--- src/rtl/scd_pkg.sv ---
package scd_pkg;

  localparam int WAYS        = 8;
  localparam int INDEX_BITS  = 6;
  localparam int OFFSET_BITS = 6;
  localparam int ADDR_BITS   = 32;

  localparam int SETS      = 1 << INDEX_BITS;
  localparam int TAG_SHIFT = OFFSET_BITS + INDEX_BITS;
  localparam int TAG_BITS  = (ADDR_BITS > TAG_SHIFT) ? (ADDR_BITS - TAG_SHIFT) : 0;
  localparam int TAG_W     = (TAG_BITS > 0) ? TAG_BITS : 1;
  localparam int WAY_W     = $clog2(WAYS);
  localparam int RANK_W    = $clog2(WAYS);

  localparam int IN_ADDR_W = 32;
  localparam int OUT_WAY_W = 3;
  localparam int OUT_TAG_W = 20;

  typedef logic [1:0] status_t;
  localparam status_t ST_INVALID = 2'd0;
  localparam status_t ST_CLEAN   = 2'd1;
  localparam status_t ST_DIRTY   = 2'd2;

  typedef logic [TAG_W-1:0]      tag_t;
  typedef logic [INDEX_BITS-1:0] set_t;
  typedef logic [WAY_W-1:0]      way_t;
  typedef logic [RANK_W-1:0]     rank_t;

  typedef struct packed {
    tag_t    [WAYS-1:0] tags;
    status_t [WAYS-1:0] stat;
    rank_t   [WAYS-1:0] rank;
  } dir_row_t;

  typedef struct packed {
    logic hit;
    way_t way;
    logic fill;
    logic wb;
    tag_t vtag;
  } lookup_res_t;

  function automatic tag_t get_tag(logic [IN_ADDR_W-1:0] addr);
    logic [63:0] shifted;
    shifted = 64'(addr) >> TAG_SHIFT;
    if (TAG_BITS > 0) begin
      return shifted[TAG_W-1:0];
    end
    return '0;
  endfunction

  function automatic set_t get_set(logic [IN_ADDR_W-1:0] addr);
    return addr[OFFSET_BITS +: INDEX_BITS];
  endfunction

  function automatic dir_row_t reset_row();
    dir_row_t row;
    row.tags = '0;
    row.stat = '0;
    for (int w = 0; w < WAYS; w++) begin
      row.rank[w] = RANK_W'(w);
    end
    return row;
  endfunction

endpackage

--- src/rtl/scd_policy.sv ---
module scd_policy (
  input  scd_pkg::dir_row_t    row,
  input  scd_pkg::tag_t        tag,
  input  logic                 wr,
  output scd_pkg::lookup_res_t res,
  output scd_pkg::dir_row_t    new_row
);
  import scd_pkg::*;

  logic [WAYS-1:0] valid;
  logic            hit;
  logic            have_inv;
  way_t            hit_way;
  way_t            inv_way;
  way_t            lru_way;
  way_t            use_way;
  rank_t           old_rank;
  logic            wb;

  always_comb begin
    for (int w = 0; w < WAYS; w++) begin
      valid[w] = (row.stat[w] != ST_INVALID);
    end

    hit     = 1'b0;
    hit_way = '0;
    for (int w = WAYS - 1; w >= 0; w--) begin
      if (valid[w] && (row.tags[w] == tag)) begin
        hit     = 1'b1;
        hit_way = WAY_W'(w);
      end
    end

    have_inv = 1'b0;
    inv_way  = '0;
    lru_way  = '0;
    for (int w = 0; w < WAYS; w++) begin
      if (!valid[w]) begin
        have_inv = 1'b1;
        inv_way  = WAY_W'(w);
      end
      if (row.rank[w] == RANK_W'(WAYS - 1)) begin
        lru_way = WAY_W'(w);
      end
    end

    use_way = hit ? hit_way : (have_inv ? inv_way : lru_way);
    wb      = !hit && row.stat[use_way][1];

    res.hit  = hit;
    res.way  = use_way;
    res.fill = !hit;
    res.wb   = wb;
    res.vtag = wb ? row.tags[use_way] : '0;

    new_row = row;
    if (hit) begin
      if (wr) begin
        new_row.stat[use_way] = ST_DIRTY;
      end
    end else begin
      new_row.tags[use_way] = tag;
      new_row.stat[use_way] = wr ? ST_DIRTY : ST_CLEAN;
    end

    old_rank = row.rank[use_way];
    for (int w = 0; w < WAYS; w++) begin
      if (row.rank[w] < old_rank) begin
        new_row.rank[w] = row.rank[w] + 1'b1;
      end
    end
    new_row.rank[use_way] = '0;
  end

endmodule

--- config.mk ---
export PLATFORM = sky130hd
export DESIGN_NAME = scd_policy
export DESIGN_NICKNAME = d
export VERILOG_FILES = /design/src/rtl/scd_pkg.sv /design/src/rtl/scd_policy.sv
export SDC_FILE = /design/constraint.sdc
export NUM_CORES = 1
export LEC_CHECK = 0
export ABC_CLOCK_PERIOD_IN_PS = 6500
export BUFFER_PORTS_ARGS = -buffer_cell sky130_fd_sc_hd__buf_2
export CAP_MARGIN = 40
export CORE_AREA = 2 2 173 175
export DETAILED_ROUTE_END_ITERATION = 16
export DIE_AREA = 0 0 175 177
export SYNTH_ARGS = -nofsm -noshare
export SYNTH_HDL_FRONTEND = slang
export SYNTH_SLANG_ARGS = --single-unit
--- constraint.sdc ---
create_clock -name vclk -period 6.5
set_input_delay 0.325 -clock vclk [all_inputs]
set_output_delay 0.325 -clock vclk [all_outputs]
set_load 0.1 [all_outputs]
Word level (Yosys, flattened, before mapping) --
Cells that the tools add are included.
Word-level totals: register bits 0, input bits 221, output and inout port bits 226, word-level logic and storage cells 124
Operators by class: add/sub/neg operators 8, order comparisons 10, eq/ne operators 15, mux-type cells 67, bitwise logic cells 5, reductions and logical operators 19
Operators with widths (count):
- bitwise mux 160 bit | 1
- == test 20 bit | 8
- 2-to-1 mux 160 bit | 1
- 2-to-1 mux 3 bit | 32
- binary-select mux 20 bit (select 3 bit) | 1
- demux 20 bit (select 3 bit) | 1
- 2-to-1 mux 20 bit | 3
- 2-to-1 mux 16 bit | 2
- adder 3 x 1 -> 3 bit (second input constant) | 8
- bitwise AND 24 bit | 1
- less-than comparator 3 bit | 8
- inverter 24 bit | 1
- == test 3 bit (second input constant) | 7
- 2-to-1 mux 1 bit | 18
- bitwise mux 16 bit | 1
- nonzero test 2 bit | 8
- logical AND 1 bit | 10
- binary-select mux 3 bit (select 3 bit) | 1
- demux 3 bit (select 3 bit) | 1
- bitwise AND 8 bit | 1
- inverter 8 bit | 1
- bitwise OR 8 bit | 1
- binary-select mux 2 bit (select 3 bit) | 1
- demux 2 bit (select 3 bit) | 1
- other kinds (4) | 6

Depth between registers and ports, before layout --
Gate-level depths: netlist of the first run.
depth in word-level cells 19, depth in mapped cells 21, depth with buffers taken out 19

Least setup slack after synthesis of the first run --
OpenSTA, ideal clock, no wires.
path type input-to-output, start in tag[12], end out res[15] in the netlist's numbering, data arrival time 8788 ps, required time 6175 ps, setup slack -2613 ps, cell stages on the path 15, path buffers 3, cells stage by stage buf_6 -> buf_6 -> xor2_1 -> nor4_1 -> nand4_1 -> or4_1 -> nand4_2 -> nor2_1 -> nor2_1 -> mux2i_1 -> a22oi_1 -> o21ai_0 -> or3_1 -> buf_2 -> a2111oi_0
RTL lines:
- start, declared | line scd_policy.sv:3 | input scd_pkg::tag_t tag,
- end, declared | line scd_policy.sv:5 | output scd_pkg::lookup_res_t res,

==> results of run 1 <==
==> critical path, cell delays in order <==
cell      delay (ns)
buf_2           0.22
xnor2_1         0.41
nor4bb_1        0.42
nand4_1         0.13
or4_1           0.64
nand4_2         0.23
o221ai_1        0.19
o21a_2          0.19
buf_4           0.22
a32o_1          0.27
nor3_1          0.55
buf_2           0.31
ha_1            0.27
o311a_1         0.14
nor3_2          0.33
mux2i_1         0.37
buf_12          0.22
==> final timing paths <==
kind	endpoint	slack, ns
hold / removal	new_row[20]	1.11
setup / recovery	new_row[8]	0.74
==> logic make-up after synthesis <==
logic type               Yosys count
AO/OA/AOI/OAI                    164
XOR/XNOR                         160
adder cells (fa/ha/maj)           26
buffers and inverters            111
multiplexers                     199
AND/OR/NAND/NOR                  271
==> area by class of cell <==
| cell class | count | area share, % |
|---|---|---|
| repair buffers | 502 | 30.47 |
| inverters | 24 | 0.8583 |
| well taps | 390 | 4.649 |
| multi-input cells | 820 | 64.02 |
==> metrics by stage <==
step                hold WS (ns)  cells  instance area, um^2  total power [mW]
floorplan                  1.005    931                 7254             2.047
global placement           1.109   1734                10490             2.865
detailed placement         1.112   1736                10500             2.867
CTS                        1.112   1736                10500             2.874
global route               1.128   1736                10500             2.962
finish                     1.107   1736                10500             2.886
==> layer usage <==
layer | track usage (%) | vias up
met3 | 4.038 | 75
met4 | 8.472 | 2
met1 | 38.78 | 4772
met2 | 55.81 | 582
met5 | 0 | -
li1 | - | 4384
==> cell usage in the layout (no fill, tap or decap), types with 7 or more instances in the layout <==
cell	n
buf_2	413
mux2_2	159
xor2_1	105
nand2_1	62
xnor2_1	55
buf_4	52
nor4_1	48
o22ai_1	48
mux2i_1	40
buf_12	37
nor2_1	32
nand4_1	30
ha_1	23
nor3_1	22
inv_1	22
o221ai_1	15
a21oi_1	13
o21ai_0	12
nand3_1	12
o22a_1	12
or4_1	10
o211a_1	9
a22o_1	7
nor4_2	7
==> where the power goes <==
part           switching, mW  total (mW)  leakage, nW  internal, mW
combinational           2.15        2.89         4.79         0.733
clock                      0           0            0             0
sequential                 0           0            0             0
==> summary.json, run 1 <==
{
  "synthesis": {
    "synth.cell_area_um2": 7202,
    "dominant_combinational_cell_family_by_area_after_synthesis": "multiplexers",
    "synth.lib_cells_used.distinct": 66,
    "post_synth_fa_ha_maj_area_fraction_pct": 4.430,
    "synth_cells": 931,
    "post_synth_main_area_contributors": "mux2_2 25%, xor2_1 13%, xnor2_1 6.7%",
    "synth_xor_area_share_pct": 19.46,
    "post_synth_most_frequent_cells": "159 x mux2_2, 105 x xor2_1, 62 x nand2_1, 55 x nor4_1, 55 x xnor2_1",
    "syn-num-nets": 1175,
    "post_synth_mux_area_share_pct": 30.42,
    "yosys_warnings": 0,
    "yosysTopAreaCellShare_pct": 24.86,
    "synth_compound_gate_area_share_pct": 16.90,
    "ys_seq_area_share_pct": 0,
    "yosysMostFrequentCell": "mux2_2",
    "share_of_synthesized_cell_area_in_and_or_nand_and_nor_gates_pct": 21.14,
    "yosysTopAreaCell": "mux2_2",
    "synth.avg_cell_area_um2": 7.736
  },
  "die": {
    "die_width_um": 175,
    "fp.dieArea_um2": 30980,
    "initial_utilization_pct": 24.63,
    "num_rows": 63,
    "placeable_area_um2": 29240,
    "ios": 447,
    "die_y_um": 177
  },
  "final_layout": {
    "share_of_layout_cells_above_drive_strength_1_pct": 51.49,
    "layout.core_utilization_pct": 35.89,
    "diodes": 0,
    "nets": 1592,
    "register_area_um2": 0,
    "syn2layout_area_growth_pct": 45.74,
    "final.clkbuf_count": 0,
    "multi_input_area_um2": 6720,
    "layout.filler_cells": 3155,
    "numSequentialCells": 0
  },
  "sta": {
    "setup_slack_ns": 0.7354,
    "rsz0062_at_grt": "no",
    "finalMaxSlewViolations": 0,
    "timing.final.setup_violations": 0,
    "min_period_ns": 5.765,
    "layout_worst_path_cycle_share_pct": 88.69,
    "totalNegativeSetupSlack_ns": 0,
    "timing.final.hold_violations": 0,
    "slew_headroom_pct": 53.72,
    "least_margin_pin_slew_ns": 0.6878,
    "timing.fmax_mhz": 173.5
  },
  "worst_setup_path": {
    "end_kind": "output pin",
    "critPathKind": "input pin to output pin",
    "worstPathRequired_ns": 6.17,
    "worst_setup_path_start_kind": "input pin",
    "critical_path.max_fanout": 16,
    "arrival_ns": 5.44,
    "crit_path_from": "tag[6]"
  },
  "pwr": {
    "ir_drop_v": 0.0002279,
    "power-per-cell-area_nw_per_um2": 274.9,
    "p_leak_nw": 4.795
  },
  "flow_run": {
    "max_cap_violations": 0
  },
  "global_routing": {
    "number_of_global_route_vias_before_repair": 9563,
    "number_of_antenna_violations_at_the_first_check_in_global_routing": 1,
    "global_route.overflow_total": 0,
    "grt_first_pass_wirelength_mm": 70.73,
    "grt_max_degree": 25,
    "grt.total_usage_pct": 31.05
  },
  "hold_path": {
    "worstHoldStart": "row[20]",
    "holdCritPathClass": "input pin to output pin",
    "holdPathStages": 4
  },
  "placed_design": {
    "detailedPlacementHpwl_mm": 43.12,
    "finalWeightedCongestion": 1.087,
    "place.port_buffers": 447,
    "pre_cts_ws_ns": 0.8463
  },
  "route": {
    "vias": 9815,
    "route.detailed.vias_per_inst": 5.654,
    "met2_length_mm": 25.00,
    "drtAntennaViolNets": 0,
    "remaining_drc_errors": 0,
    "detail_route_met3_wl_mm": 3.560,
    "drt_iter0_markers": 869,
    "highest_metal_used": "met5",
    "met1_length_mm": 20.60,
    "drtPass1Iterations": 5,
    "routed_wl_mm": 50.89,
    "wirelength_per_cell_um": 29.31
  },
  "status": {
    "outcome": "finished clean"
  },
  "clock_network": {
    "cts.repair_timing.setup_buffer_count": 0,
    "cts.repair.resized": 0,
    "cts_hold_repair.buffers": 0
  }
}
Note: power is estimated with default switching activity, not from simulation.
==> run 2: changes to the inputs <==
==> config.mk (replaced) <==
export PLATFORM = sky130hd
export DESIGN_NAME = scd_policy
export DESIGN_NICKNAME = d
export VERILOG_FILES = /design/src/rtl/scd_pkg.sv /design/src/rtl/scd_policy.sv
export SDC_FILE = /design/constraint.sdc
export NUM_CORES = 1
export LEC_CHECK = 0
export ABC_CLOCK_PERIOD_IN_PS = 6500
export BUFFER_PORTS_ARGS = -buffer_cell sky130_fd_sc_hd__buf_4
export CAP_MARGIN = 5
export CORE_AREA = 2 2 172 174
export DETAILED_ROUTE_END_ITERATION = 16
export DIE_AREA = 0 0 174 176
export SYNTH_ARGS = -nofsm -noshare
export SYNTH_HDL_FRONTEND = slang
export SYNTH_SLANG_ARGS = --single-unit
==> run 2 against run 1 <==
Compared with the run above:
- global-route usage grew 0.24 points
- final cell count shrank 1.8%
- maximum frequency down 2.6%
- cell area increased by 3.9%
- worst hold slack got worse by 0.064 ns
- core utilization increased by 2.3 points
- non-clock buffer count is 26 lower
- routed wire length is 0.44% higher
==> summary.json, run 2 (same netlist as run 1, synthesis figures left out) <==
{
  "global_routing": {
    "number_of_antenna_violations_at_the_first_check_in_global_routing": 0,
    "grt_first_pass_wirelength_mm": 70.32,
    "grt.total_usage_pct": 31.29,
    "global_route.overflow_total": 0,
    "number_of_global_route_vias_before_repair": 9911,
    "grt_max_degree": 25
  },
  "worst_setup_path": {
    "worst_setup_path_start_kind": "input pin",
    "worst_path_dominant_cell_family": "simple AND/OR/NAND/NOR gates",
    "worstPathRequired_ns": 6.17,
    "crit_top_cell": "buf_4",
    "crit_chain": "buf_4 > xnor2_1 > nand4_1 > or4_1 > or2_1 > nand4_2 > or2_2 > o21a_2 > inv_2 > nand2_1 > buf_4 > o22ai_1 > or3_1 > buf_4 > nor4_2 > buf_4",
    "critPathKind": "input pin to output pin",
    "end_kind": "output pin",
    "timing.critical_path.buf_inv": 5,
    "critical_path.max_fanout": 24,
    "critical-path-slowest-cell": "or3_1",
    "arrival_ns": 5.60,
    "worst_path_largest_cell_delay_ns": 0.75
  },
  "sta": {
    "finalMaxSlewViolations": 0,
    "finalHoldWorstSlack_ns": 1.043,
    "layout_worst_path_cycle_share_pct": 91.10,
    "timing.fmax_mhz": 168.9,
    "least_margin_pin_slew_ns": 1.036,
    "rsz0062_at_grt": "no",
    "min_period_ns": 5.922,
    "timing.final.hold_violations": 0,
    "totalNegativeSetupSlack_ns": 0,
    "timing.final.setup_violations": 0,
    "setup_slack_ns": 0.5785,
    "slew_headroom_pct": 30.91
  },
  "placed_design": {
    "detailedPlacementHpwl_mm": 42.81,
    "place.detailed.instances": 1704,
    "instance_area_after_placement_um2": 10900,
    "finalWeightedCongestion": 1.018,
    "place.port_buffers": 447,
    "pre_cts_ws_ns": 0.6147
  },
  "final_layout": {
    "final_common_cell": "buf_4",
    "final.clkbuf_count": 0,
    "stdcell_count": 1704,
    "stdcell_area_um2": 10900,
    "layout.core_utilization_pct": 38.19,
    "share_of_layout_cells_above_drive_strength_1_pct": 50.53,
    "nets": 1566,
    "diodes": 0,
    "register_area_um2": 0,
    "syn2layout_area_growth_pct": 51.37,
    "numSequentialCells": 0,
    "mostFrequentLayoutCells": "473 x buf_4, 159 x mux2_2, 105 x xor2_1"
  },
  "route": {
    "routed_wl_mm": 51.11,
    "wirelength_per_cell_um": 30.00,
    "drtPass1Iterations": 5,
    "vias": 9726,
    "remaining_drc_errors": 0,
    "drt_iter0_markers": 860,
    "route.detailed.vias_per_inst": 5.708,
    "drtAntennaViolNets": 0
  },
  "die": {
    "die_width_um": 174,
    "num_rows": 62,
    "fp.dieArea_um2": 30620,
    "ios": 447,
    "placeable_area_um2": 28550,
    "die_y_um": 176,
    "initial_utilization_pct": 25.23
  },
  "clock_network": {
    "cts.repair.resized": 0,
    "cts.repair_timing.setup_buffer_count": 0,
    "cts_hold_repair.buffers": 0
  },
  "pwr": {
    "power.total_mw": 2.789,
    "power-per-cell-area_nw_per_um2": 255.8,
    "p_leak_nw": 4.876,
    "ir_drop_v": 0.0001255
  },
  "flow_run": {
    "max_cap_violations": 0
  },
  "status": {
    "outcome": "finished clean"
  },
  "hold_path": {
    "holdCritPathClass": "input pin to output pin"
  }
}
## run 2: per-layer routing
metal / share of wire, % / up-vias / track usage, % / wire length (um)
met1: 39 / 4695 / 37.73 / 20080
met3: 7.2 / 103 / 4.737 / 3682
met2: 49 / 593 / 55.44 / 24920
met4: 4.7 / 0 / 13.03 / 2426
li1: - / 4335 / - / -
met5: 0 / - / 0 / 0
## run 2: power breakdown
group          switching [mW]  total, mW  internal, mW
registers                   0          0             0
clock network               0          0             0
logic                    2.11       2.79         0.674
total                    2.11       2.79         0.674
## run 2: cell type report
| cell class | count | area (um^2) |
|---|---|---|
| tap | 384 | 480.5 |
| multi-input combinational | 820 | 6720 |
| inverter | 24 | 90.09 |
| fill | 3104 | 17650 |
| timing repair buffer | 476 | 3611 |
## run 2: worst paths after layout
check | start | to | cells past startpoint
max | tag[12] | res[18] | 16
min | wr | new_row[38] | 3
